## src/sv/setq_pkg.sv

```systemverilog
package setq_pkg;

  localparam int HANDLE_W = 8;
  localparam int TIME_W = 32;
  localparam int KIND_W = 2;
  localparam int STATUS_W = 2;
  localparam int CAPACITY_DEF = 16;
  localparam int MAX_RESULTS = 16;
  localparam int POP_W = $clog2(MAX_RESULTS);

  localparam logic [KIND_W-1:0] KIND_ADD = 2'd0;
  localparam logic [KIND_W-1:0] KIND_ADJUST = 2'd1;
  localparam logic [KIND_W-1:0] KIND_DELETE = 2'd2;
  localparam logic [KIND_W-1:0] KIND_TICK = 2'd3;

  localparam logic [STATUS_W-1:0] STATUS_OK = 2'd0;
  localparam logic [STATUS_W-1:0] STATUS_FULL = 2'd1;
  localparam logic [STATUS_W-1:0] STATUS_NOT_FOUND = 2'd2;
  localparam logic [STATUS_W-1:0] STATUS_DUPLICATE = 2'd3;

  typedef enum logic [1:0] {
    S_IDLE,
    S_EXEC,
    S_INSERT,
    S_POP
  } setq_state_e;

  typedef enum logic [1:0] {
    CELL_HOLD,
    CELL_INSERT,
    CELL_REMOVE,
    CELL_POP
  } cell_op_e;

  typedef struct packed {
    cell_op_e            op;
    logic [HANDLE_W-1:0] handle;
    logic [TIME_W-1:0]   stamp;
  } setq_cmd_t;

  typedef struct packed {
    logic                found;
    logic                head_due;
    logic                next_due;
    logic [HANDLE_W-1:0] head_handle;
  } setq_stat_t;

endpackage

```

## src/sv/setq_cell.sv

```systemverilog
module setq_cell (
  input  logic                           clk_i,
  input  setq_pkg::setq_cmd_t            cmd_i,
  input  logic                           valid_i,
  input  logic [setq_pkg::HANDLE_W-1:0]  left_handle_i,
  input  logic [setq_pkg::TIME_W-1:0]    left_expiry_i,
  input  logic                           left_le_i,
  input  logic [setq_pkg::HANDLE_W-1:0]  right_handle_i,
  input  logic [setq_pkg::TIME_W-1:0]    right_expiry_i,
  input  logic                           chain_i,
  output logic [setq_pkg::HANDLE_W-1:0]  handle_o,
  output logic [setq_pkg::TIME_W-1:0]    expiry_o,
  output logic                           le_o,
  output logic                           match_o,
  output logic                           chain_o
);
  import setq_pkg::*;

  logic [HANDLE_W-1:0] handle_q, handle_d;
  logic [TIME_W-1:0]   expiry_q, expiry_d;

  assign le_o     = valid_i && (expiry_q <= cmd_i.stamp);
  assign match_o  = valid_i && (handle_q == cmd_i.handle);
  assign chain_o  = chain_i | match_o;
  assign handle_o = handle_q;
  assign expiry_o = expiry_q;

  // Entries at or after the insert point move one place toward the tail;
  // entries after a removed one, and every entry on a pop, move one place toward the head.
  always_comb begin
    handle_d = handle_q;
    expiry_d = expiry_q;
    unique case (cmd_i.op)
      CELL_HOLD: begin
      end
      CELL_INSERT: begin
        if (!le_o) begin
          if (left_le_i) begin
            handle_d = cmd_i.handle;
            expiry_d = cmd_i.stamp;
          end else begin
            handle_d = left_handle_i;
            expiry_d = left_expiry_i;
          end
        end
      end
      CELL_REMOVE: begin
        if (chain_o) begin
          handle_d = right_handle_i;
          expiry_d = right_expiry_i;
        end
      end
      CELL_POP: begin
        handle_d = right_handle_i;
        expiry_d = right_expiry_i;
      end
      default: begin
      end
    endcase
  end

  always_ff @(posedge clk_i) begin
    handle_q <= handle_d;
    expiry_q <= expiry_d;
  end

endmodule

```

## src/sv/setq_ctrl.sv

```systemverilog
module setq_ctrl #(
  parameter int Capacity = setq_pkg::CAPACITY_DEF
) (
  input  logic                           clk_i,
  input  logic                           rst_ni,
  input  logic                           in_valid_i,
  output logic                           in_stall_o,
  input  logic [setq_pkg::KIND_W-1:0]    kind_i,
  input  logic [setq_pkg::HANDLE_W-1:0]  timer_handle_i,
  input  logic [setq_pkg::TIME_W-1:0]    expiry_time_i,
  input  logic [setq_pkg::TIME_W-1:0]    now_time_i,
  output logic                           out_valid_o,
  input  logic                           out_stall_i,
  output logic [setq_pkg::HANDLE_W-1:0]  expired_handle_o,
  output logic                           has_expired_o,
  output logic [setq_pkg::STATUS_W-1:0]  status_o,
  output logic                           last_of_run_o,
  input  setq_pkg::setq_stat_t           stat_i,
  output setq_pkg::setq_cmd_t            cmd_o,
  output logic [$clog2(Capacity+1)-1:0]  count_o
);
  import setq_pkg::*;

  localparam int CntW = $clog2(Capacity + 1);

  setq_state_e state_q, state_d;

  logic [KIND_W-1:0]   kind_q;
  logic [HANDLE_W-1:0] handle_q;
  logic [TIME_W-1:0]   expiry_q;
  logic [TIME_W-1:0]   now_q;
  logic [CntW-1:0]     count_q, count_d;
  logic [POP_W-1:0]    pops_q, pops_d;

  logic                out_valid_q;
  logic [HANDLE_W-1:0] out_handle_q;
  logic                out_has_q;
  logic [STATUS_W-1:0] out_status_q;
  logic                out_last_q;

  logic                out_free;
  logic                full;
  logic                emit;
  logic [HANDLE_W-1:0] e_handle;
  logic                e_has;
  logic [STATUS_W-1:0] e_status;
  logic                e_last;

  assign out_free = !out_valid_q || !out_stall_i;
  assign full     = (count_q == CntW'(Capacity));
  assign count_o  = count_q;

  always_comb begin
    cmd_o.op     = CELL_HOLD;
    cmd_o.handle = handle_q;
    cmd_o.stamp  = (kind_q == KIND_TICK) ? now_q : expiry_q;
    count_d      = count_q;
    pops_d       = pops_q;
    emit         = 1'b0;
    e_handle     = '0;
    e_has        = 1'b0;
    e_status     = STATUS_OK;
    e_last       = 1'b1;
    unique case (state_q)
      S_IDLE: begin
        pops_d = '0;
      end
      S_EXEC: begin
        unique case (kind_q)
          KIND_ADD: begin
            if (out_free) begin
              emit = 1'b1;
              if (stat_i.found) begin
                e_status = STATUS_DUPLICATE;
              end else if (full) begin
                e_status = STATUS_FULL;
              end else begin
                cmd_o.op = CELL_INSERT;
                count_d  = count_q + CntW'(1);
              end
            end
          end
          KIND_ADJUST: begin
            if (stat_i.found) begin
              cmd_o.op = CELL_REMOVE;
              count_d  = count_q - CntW'(1);
            end else if (out_free) begin
              emit     = 1'b1;
              e_status = STATUS_NOT_FOUND;
            end
          end
          KIND_DELETE: begin
            if (out_free) begin
              emit = 1'b1;
              if (stat_i.found) begin
                cmd_o.op = CELL_REMOVE;
                count_d  = count_q - CntW'(1);
              end else begin
                e_status = STATUS_NOT_FOUND;
              end
            end
          end
          KIND_TICK: begin
          end
          default: begin
          end
        endcase
      end
      S_INSERT: begin
        if (out_free) begin
          emit     = 1'b1;
          cmd_o.op = CELL_INSERT;
          count_d  = count_q + CntW'(1);
        end
      end
      S_POP: begin
        if (out_free) begin
          emit = 1'b1;
          if (stat_i.head_due) begin
            cmd_o.op = CELL_POP;
            count_d  = count_q - CntW'(1);
            pops_d   = pops_q + POP_W'(1);
            e_handle = stat_i.head_handle;
            e_has    = 1'b1;
            e_last   = (pops_q == POP_W'(MAX_RESULTS - 1)) || !stat_i.next_due;
          end
        end
      end
      default: begin
      end
    endcase
  end

  always_comb begin
    state_d = state_q;
    unique case (state_q)
      S_IDLE: begin
        if (in_valid_i) begin
          state_d = S_EXEC;
        end
      end
      S_EXEC: begin
        if (kind_q == KIND_TICK) begin
          state_d = S_POP;
        end else if ((kind_q == KIND_ADJUST) && stat_i.found) begin
          state_d = S_INSERT;
        end else if (out_free) begin
          state_d = S_IDLE;
        end
      end
      S_INSERT: begin
        if (out_free) begin
          state_d = S_IDLE;
        end
      end
      S_POP: begin
        if (emit && e_last) begin
          state_d = S_IDLE;
        end
      end
      default: begin
        state_d = S_IDLE;
      end
    endcase
  end

  assign in_stall_o = (state_q != S_IDLE);

  always_ff @(posedge clk_i or negedge rst_ni) begin
    if (!rst_ni) begin
      state_q     <= S_IDLE;
      count_q     <= '0;
      pops_q      <= '0;
      out_valid_q <= 1'b0;
    end else begin
      state_q <= state_d;
      count_q <= count_d;
      pops_q  <= pops_d;
      if (emit) begin
        out_valid_q <= 1'b1;
      end else if (!out_stall_i) begin
        out_valid_q <= 1'b0;
      end
    end
  end

  always_ff @(posedge clk_i) begin
    if ((state_q == S_IDLE) && in_valid_i) begin
      kind_q   <= kind_i;
      handle_q <= timer_handle_i;
      expiry_q <= expiry_time_i;
      now_q    <= now_time_i;
    end
    if (emit) begin
      out_handle_q <= e_handle;
      out_has_q    <= e_has;
      out_status_q <= e_status;
      out_last_q   <= e_last;
    end
  end

  assign out_valid_o      = out_valid_q;
  assign expired_handle_o = out_handle_q;
  assign has_expired_o    = out_has_q;
  assign status_o         = out_status_q;
  assign last_of_run_o    = out_last_q;

endmodule

```

## src/sv/sorted_expiry_timer_queue.sv

```systemverilog
// An add or delete word, or an adjust whose handle is not found, gives its result from the exec state.
// An adjust that finds its handle gives its result from the insert state, a tick its first from the pop state.
// A tick then gives one more expired handle per cycle while the output is not stalled.
// The input is stalled until the sequencer is back in idle, so a new word waits for the last to finish;
// the single shared command bus that drives the row of cells sets the pace.
// Reset clears the entry count, the sequencer and the output valid; cell contents are not cleared.
module sorted_expiry_timer_queue #(
  parameter int Capacity = setq_pkg::CAPACITY_DEF
) (
  input  logic                           clk_i,
  input  logic                           rst_ni,
  input  logic                           in_valid_i,
  output logic                           in_stall_o,
  input  logic [setq_pkg::KIND_W-1:0]    kind_i,
  input  logic [setq_pkg::HANDLE_W-1:0]  timer_handle_i,
  input  logic [setq_pkg::TIME_W-1:0]    expiry_time_i,
  input  logic [setq_pkg::TIME_W-1:0]    now_time_i,
  output logic                           out_valid_o,
  input  logic                           out_stall_i,
  output logic [setq_pkg::HANDLE_W-1:0]  expired_handle_o,
  output logic                           has_expired_o,
  output logic [setq_pkg::STATUS_W-1:0]  status_o,
  output logic                           last_of_run_o
);
  import setq_pkg::*;

  localparam int CntW = $clog2(Capacity + 1);

  setq_cmd_t           cmd;
  setq_stat_t          stat;
  logic [CntW-1:0]     count;

  logic [HANDLE_W-1:0] handle_a [Capacity];
  logic [TIME_W-1:0]   expiry_a [Capacity];
  logic [Capacity-1:0] le_a;
  logic [Capacity-1:0] match_a;
  logic [Capacity-1:0] chain_a;

  setq_ctrl #(
    .Capacity (Capacity)
  ) u_ctrl (
    .clk_i            (clk_i),
    .rst_ni           (rst_ni),
    .in_valid_i       (in_valid_i),
    .in_stall_o       (in_stall_o),
    .kind_i           (kind_i),
    .timer_handle_i   (timer_handle_i),
    .expiry_time_i    (expiry_time_i),
    .now_time_i       (now_time_i),
    .out_valid_o      (out_valid_o),
    .out_stall_i      (out_stall_i),
    .expired_handle_o (expired_handle_o),
    .has_expired_o    (has_expired_o),
    .status_o         (status_o),
    .last_of_run_o    (last_of_run_o),
    .stat_i           (stat),
    .cmd_o            (cmd),
    .count_o          (count)
  );

  for (genvar i = 0; i < Capacity; i++) begin : g_cell
    logic [HANDLE_W-1:0] left_handle;
    logic [TIME_W-1:0]   left_expiry;
    logic                left_le;
    logic                chain_in;
    logic [HANDLE_W-1:0] right_handle;
    logic [TIME_W-1:0]   right_expiry;

    if (i == 0) begin : g_head
      assign left_handle = handle_a[i];
      assign left_expiry = expiry_a[i];
      assign left_le     = 1'b1;
      assign chain_in    = 1'b0;
    end else begin : g_body
      assign left_handle = handle_a[i-1];
      assign left_expiry = expiry_a[i-1];
      assign left_le     = le_a[i-1];
      assign chain_in    = chain_a[i-1];
    end

    if (i == Capacity - 1) begin : g_tail
      assign right_handle = handle_a[i];
      assign right_expiry = expiry_a[i];
    end else begin : g_inner
      assign right_handle = handle_a[i+1];
      assign right_expiry = expiry_a[i+1];
    end

    setq_cell u_cell (
      .clk_i          (clk_i),
      .cmd_i          (cmd),
      .valid_i        (count > CntW'(i)),
      .left_handle_i  (left_handle),
      .left_expiry_i  (left_expiry),
      .left_le_i      (left_le),
      .right_handle_i (right_handle),
      .right_expiry_i (right_expiry),
      .chain_i        (chain_in),
      .handle_o       (handle_a[i]),
      .expiry_o       (expiry_a[i]),
      .le_o           (le_a[i]),
      .match_o        (match_a[i]),
      .chain_o        (chain_a[i])
    );
  end

  assign stat.found       = |match_a;
  assign stat.head_due    = le_a[0];
  assign stat.next_due    = le_a[1];
  assign stat.head_handle = handle_a[0];

endmodule

```

## config.mk

```make
export PLATFORM = sky130hd
export DESIGN_NAME = sorted_expiry_timer_queue
export DESIGN_NICKNAME = d
export VERILOG_FILES = /design/src/sv/setq_pkg.sv /design/src/sv/setq_cell.sv /design/src/sv/setq_ctrl.sv /design/src/sv/sorted_expiry_timer_queue.sv
export SDC_FILE = /design/constraint.sdc
export NUM_CORES = 2
export LEC_CHECK = 0
export ABC_AREA = 1
export ABC_CLOCK_PERIOD_IN_PS = 20600
export BUFFER_PORTS_ARGS = -buffer_cell sky130_fd_sc_hd__buf_4
export CAP_MARGIN = 20
export CORE_MARGIN = 4
export CORE_UTILIZATION = 25
export CTS_BUF_LIST = sky130_fd_sc_hd__clkbuf_8
export CTS_CLUSTER_SIZE = 28
export DETAILED_ROUTE_END_ITERATION = 8
export GPL_TIMING_DRIVEN = 0
export PLACE_DENSITY_LB_ADDON = 0.3
export SLEW_MARGIN = 20
export SYNTH_ARGS = -nofsm -noshare
export SYNTH_HDL_FRONTEND = slang
export SYNTH_SLANG_ARGS = --single-unit
```

## constraint.sdc

```tcl
create_clock -name clk_i -period 20.6 [get_ports clk_i]
set_input_delay 3.09 -clock clk_i [delete_from_list [all_inputs] [get_ports clk_i]]
set_output_delay 3.09 -clock clk_i [all_outputs]
set_load 0.02 [all_outputs]
```

Word-level counts from Yosys, hierarchy flattened

Cells that the tools add are included.

Register bits: 738
Input bits: 78
Output and inout bits: 14
Logic and storage cells: 400

Add/sub/neg operators: 3
$lt $le $gt $ge: 32
Equal/unequal tests: 68
Mux-type cells: 168
Bitwise operators: 15
Reduce and logical (&&, ||, !) cells: 70

Operator list:

| kind                                                  | count |
|---|---|
| two-way mux 32 bit                                    | 46 |
| one-hot mux 32 bit (3 select lines)                   | 15 |
| less-or-equal comparator 32 bit                       | 16 |
| two-way mux 8 bit                                     | 45 |
| one-hot mux 8 bit (3 select lines)                    | 15 |
| == test 8 bit                                         | 16 |
| AND reduction 3 bit                                   | 17 |
| > comparator 5 x 4 -> 1 bit, second input constant    | 8 |
| two-way mux 5 bit                                     | 8 |
| inequality test 2 x 1 -> 1 bit, second input constant | 20 |
| logical AND 1 bit                                     | 35 |
| two-way mux 2 bit                                     | 17 |
| inequality test 2 bit, second input constant          | 16 |
| one-hot mux 5 bit (3 select lines)                    | 2 |
| > comparator 5 x 3 -> 1 bit, second input constant    | 4 |
| one-hot mux 2 bit (3 select lines)                    | 3 |
| OR reduction 16 bit                                   | 1 |
| OR 1 bit                                              | 14 |
| == test 2 bit, second input constant                  | 6 |
| two-way mux 1 bit                                     | 11 |
| > comparator 5 x 1 -> 1 bit, second input constant    | 2 |
| > comparator 5 x 2 -> 1 bit, second input constant    | 2 |
| AND reduction 9 bit                                   | 1 |
| two-way mux 4 bit                                     | 2 |
| 20 further kinds                                      | 34 |

Depth between registers and ports, before layout

Word-level depth: 18
Mapped depth: 28
Mapped depth without buffers: 24

Hierarchy

From an unflattened synthesis, not the netlist that was laid out.

Cell total of the unflattened synthesis: 6659
Area, all modules: 52477.8 µm²

Modules (own cells, without submodules):

| module                            | times used | cells an instance | area each (µm²) | sequential area each (µm²) |
|---|---|---|---|---|
| setq_cell at g_cell[0].u_cell ... | 15         | 395               | 3011.6          | 1201.2 |
| setq_ctrl                         | 1          | 295               | 4081.4          | 2882.8 |
| setq_cell at g_cell[1].u_cell     | 1          | 394               | 3021.6          | 1201.2 |
| sorted_expiry_timer_queue         | 1          | 45                | 200.2           | 0.0 |

Worst setup path before layout

No wires, ideal clock.

Path kind: input to register
From: input out_stall_i
To: register g_cell[13].u_cell.expiry_q[0] (enable)
Library setup time: 0.487 ns
Data arrival time: 6.969 ns
Data required time: 20.113 ns
Slack: 13.145 ns
Stages: 9
Buffers on the path: 2
Cells stage by stage: nand2_1 > inv_1 > nor2_1 > nand3_1 > buf_2 > nand4_1 > clkbuf_1 > nor2_1 > nor3_1

Word-level cells in the longest chain between the ends: 8
Elaborated cells between the ends (all ways): 15
Classes of those cells: eq/ne (5); mux (6); reduce/logical (4)

RTL lines:

| element                                                                | line                             | text |
|---|---|---|
| start: declaration                                                     | sorted_expiry_timer_queue.sv:19  | `input logic out_stall_i,` |
| zero test 1 bit (*)                                                    | setq_ctrl.sv:49                  | `assign out_free = !out_valid_q \|\| !out_stall_i;` |
| logical OR 1 bit (*)                                                   | setq_ctrl.sv:49                  |  |
| two-way mux 2 bit (on tied branches)                                   | setq_ctrl.sv:93, setq_ctrl.sv:71 |  |
| one-hot mux 2 bit (3 select lines)                                     | setq_ctrl.sv:69                  | `unique case (kind_q)` |
| one-hot mux 2 bit (3 select lines) (*)                                 | setq_ctrl.sv:64                  | `unique case (state_q)` |
| == test 2 bit, or another cell as far along                            | setq_cell.sv:33                  | `unique case (cmd_i.op)` |
| inequality test 2 x 1 -> 1 bit (no line), or another cell as far along | n/a                              |  |
| AND reduction 3 bit (no line) (*)                                      | n/a                              |  |
| end signal: assignment                                                 | setq_cell.sv:64                  | `expiry_q <= expiry_d;` |
| end: declaration                                                       | setq_cell.sv:20                  | `logic [TIME_W-1:0] expiry_q, expiry_d;` |

Mark *: on every way between the ends. The rest lies on a longest branch, timed or not.
A chain may end at the register's enable or synchronous reset.

Worst setup path in the final report

From: register u_ctrl.kind_q[0]
To: register g_cell[13].u_cell.expiry_q[13] (enable)

Word-level cells in the longest chain between the ends: 10
Elaborated cells between the ends (all ways): 20
Classes of those cells: order compare (2); eq/ne (8); mux (5); reduce/logical (5)

RTL lines:

| element                                                                | line             | text |
|---|---|---|
| start: declaration                                                     | setq_ctrl.sv:28  | `logic [KIND_W-1:0] kind_q;` |
| start signal: assignment                                               | setq_ctrl.sv:189 | `kind_q <= kind_i;` |
| == test 2 bit                                                          | setq_ctrl.sv:56  | `cmd_o.stamp = (kind_q == KIND_TICK) ? now_q : expiry_q;` |
| two-way mux 32 bit                                                     | setq_ctrl.sv:56  |  |
| less-or-equal comparator 32 bit                                        | setq_cell.sv:22  | `assign le_o = valid_i && (expiry_q <= cmd_i.stamp);` |
| logical AND 1 bit                                                      | setq_cell.sv:22  |  |
| two-way mux 2 bit                                                      | setq_ctrl.sv:119 | `if (stat_i.head_due) begin` |
| two-way mux 2 bit                                                      | setq_ctrl.sv:117 | `if (out_free) begin` |
| one-hot mux 2 bit (3 select lines)                                     | setq_ctrl.sv:64  |  |
| == test 2 bit, or another cell as far along                            | setq_cell.sv:33  |  |
| inequality test 2 x 1 -> 1 bit (no line), or another cell as far along | n/a              |  |
| AND reduction 3 bit (no line) (*)                                      | n/a              |  |

Marks and branches as above.

==> results.json <==
{
  "synth_area_um2": 51300,
  "drt_iter0_drc": 4982,
  "cp_data_required_time_ps": 21200,
  "cts_tree": "yes",
  "relSlewSlack_pct": 20.3,
  "p_leak_nw": 25.7,
  "drive_gt1_share_pct": 8.13,
  "grt_max_degree": 51,
  "dp_slack_ps": 12290,
  "p_sw_w": 0.00335,
  "synthCells": 6271,
  "place_area_um2": 56300,
  "drtAntennaViolNets": 0,
  "vias_per_cell": 4.95,
  "die_y_um": 461,
  "synth_area_leaders": "edfxtp_1 42%, ha_1 12%, nand2_1 12%, nand3_1 8.0%, o21ai_0 5.0%",
  "setup_tns_ps": 0,
  "arrival_ps": 8970,
  "slowest_stage": "clkbuf_1",
  "dr_total_vias": 46309,
  "cts_buffers": 145,
  "seqPwrFrac_pct": 30.1,
  "setup_ws_ps": 12220,
  "dieArea_um2": 212000,
  "worst_clock_skew_ps": 97.3,
  "drtPass1Iterations": 9,
  "final_util_pct": 28.9,
  "rsz0062_at_grt": "false",
  "p_int_w": 0.00391,
  "path_delay_family": "buffers and inverters",
  "drcViolationCount": 0,
  "ios": 92,
  "coreArea_um2": 204000,
  "ys.flop_type": "edfxtp_1",
  "portBuffers": 91,
  "nNetsFinal": 7141,
  "hpwl_um": 160000,
  "ys_seq_elements": 738,
  "cts.path.max_buffers": 3,
  "drv_slew": 0,
  "clock_power_share_pct": 19.8,
  "path_cells": "ha_1 > buf_4 > inv_2 > clkbuf_1 > or2_2 > o21ai_0 > clkbuf_2 > ha_1 > nand2_1 > nor2_1 > nand2_1 > nor4b_1 > nand4_1 > nand2_1 > nand3_1 > buf_2 > nand4_1 > clkbuf_1 > nor2_1 > nor3_2 > buf_6 > buf_4 > buf_4 > buf_4",
  "crit_top_cell": "buf_4",
  "ys_warn_count": 0,
  "clk_latency_ps": 920,
  "worst_pin_slew_ps": 1200,
  "postCtsSetupBuffers": 0,
  "grt_pass1_wl_um": 283000,
  "synth.most_common_cell": "nand2_1",
  "setup_violations": 0,
  "design_area_um2": 59000,
  "area_delta_synth_final_pct": 14.9,
  "peakVddDrop_v": 0.0000677,
  "finalWeightedCongestion": 0.943,
  "setup.worst_path.end_class": "flop",
  "status": "completed",
  "hold_class": "flop to flop",
  "start_kind": "flop",
  "avgSynthCellArea_um2": 8.18,
  "synthArstFlopShare_pct": 1.63,
  "overflow": 0,
  "powerDensity_nw_per_um2": 123,
  "cp_slowest_stage_delay_ps": 790,
  "yosys-top-cells-count": "1595 x nand2_1, 822 x nand3_1, 726 x edfxtp_1",
  "instances_no_fill": 9357,
  "path_clk_slew_ps": 60,
  "cts_resized": 0,
  "worst-path-max-fanout": 25,
  "grt_pass1_vias": 44673,
  "antenna_found_initial": 3,
  "root_buffer": "clkbuf_8",
  "switching_share_pct": 46.1,
  "grt_use_total_pct": 17.8,
  "wl_per_cell_um": 20.8,
  "synth-edff-count": 726,
  "synth_top_area_cell": "edfxtp_1",
  "synth_top_area_share_pct": 42.5,
  "synth.net_count": 6861,
  "seq_area_frac_synth_pct": 43.1,
  "start_util_pct": 25.1,
  "htree_levels": 4,
  "ctsHoldBuffers": 0,
  "clock-sinks": 738,
  "crit_type": "flop to flop",
  "wirelength_um": 195000,
  "rows": 166,
  "critical_path_buf_inv_count": 10,
  "p_comb_share_pct": 50.1,
  "cap_viol_max_count": 0,
  "hold_viol": 0,
  "period_share_pct": 40.7,
  "die_x_um": 461,
  "dpl.cell_count": 9092,
  "min_period_ps": 8380,
  "synth_cell_types": 49,
  "fmax_mhz": 119
}
-- kinds of logic after synthesis --
family	after synthesis	share of synthesized area (%)
buf+inv	1006	7.97
fa+ha+maj	512	12.5
simple gates	2856	23.7
compound gates	1093	11.7
xor+xnor	66	1.13
flops	738	43.1
-- area by class of cell --
cell class / instances / area [um2]
Sequential cell: 738 / 22100
Timing Repair Buffer: 133 / 1420
Inverter: 640 / 2400
Multi-Input combinational cell: 4527 / 25300
Buffer: 366 / 1730
Tap cell: 2688 / 3360
Clock buffer: 150 / 2060
Clock inverter: 111 / 616
Antenna cell: 4 / 10.0
Fill cell: 21994 / 145000
-- worst min-delay path, stage by stage (launching register included) --
cell	delay, ps
dfrtp_1	360
nand2_1	60
nand2_1	50
-- sequential cells by signal, summed over array words and instances, names as in the netlist --
name	cells
u_ctrl.status_o	2
u_ctrl.kind_q	2
g_cell.u_cell.expiry_o	512
u_ctrl.count_o	5
u_ctrl.handle_q	8
u_ctrl.out_valid_o	1
u_ctrl.now_q	32
u_ctrl.state_q	2
g_cell.u_cell.handle_o	128
u_ctrl.expired_handle_o	8
u_ctrl.last_of_run_o	1
u_ctrl.has_expired_o	1
u_ctrl.pops_q	4
u_ctrl.expiry_q	32
-- cell usage in the layout (no fill, tap or decap), types with 4 or more instances in the layout --
cell and n:
inv_2 10, o21ai_0 499, clkinv_2 11, clkbuf_2 31
o21a_1 5, ha_1 512, buf_6 15, o21ai_2 11
clkinv_1 30, nand2_1 1595, buf_12 16, nand4_1 72
nand3_1 822, o211ai_1 90, buf_4 135, o21ai_1 107
nor3_1 20, xnor2_1 62, o21bai_1 5, a21boi_0 5
clkbuf_1 205, edfxtp_1 726, nor2_1 277, dfrtp_1 12
nor4_1 11, o22ai_1 5, a31oi_1 80, xor2_1 4
nor2_4 12, a21oi_1 234, diode_2 4, buf_2 85
a211oi_1 29, or2_2 23, clkinv_8 4, clkbuf_8 150
inv_1 683, nand3b_1 10, o31ai_1 9, buf_16 10
-- path summary, 6_finish.rpt --
kind	start	end	slack [ps]	cells after the start
worst max-delay path	u_ctrl.kind_q[0]	g_cell[13].u_cell.expiry_o[13]	12220	24
worst min-delay path	u_ctrl.pops_q[1]	u_ctrl.pops_q[1]	500	2
worst max register to register	u_ctrl.kind_q[0]	g_cell[13].u_cell.expiry_o[13]	12220	24
worst min register to register	u_ctrl.pops_q[1]	u_ctrl.pops_q[1]	500	2
max in group asynchronous	rst_ni	u_ctrl.pops_q[2]	18360	1
min in group asynchronous	rst_ni	u_ctrl.count_o[1]	2030	1
-- metal layers --
layer / wire [um] / up-vias / share of wire (%) / GRT usage [%]
li1: - / 22235 / - / -
met1: 86800 / 21898 / 45 / 24.4
met2: 85500 / 1863 / 44 / 27.9
met3: 15500 / 313 / 8.0 / 3.17
met4: 7020 / 0 / 3.6 / 6.48
met5: 0 / - / 0 / 0
-- power groups by stage --
stage / Combinational (W) / Clock [W] / Sequential, W
floorplan: 0.00227 / 0 / 0.00220
global placement: 0.00340 / 0 / 0.00223
detailed placement: 0.00358 / 0 / 0.00221
CTS: 0.00359 / 0.00147 / 0.00218
global route: 0.00404 / 0.00154 / 0.00220
finish: 0.00364 / 0.00144 / 0.00219
-- stage by stage --
| stage | hold WS, ps | total power, W |
|---|---|---|
| after detailed placement | 490 | 0.00579 |
| after CTS | 503 | 0.00724 |
| after global placement | 486 | 0.00563 |
| after floorplan | 468 | 0.00447 |
| final | 498 | 0.00726 |
| after global routing | 544 | 0.00777 |
Power figures use the tool's default switching activity.
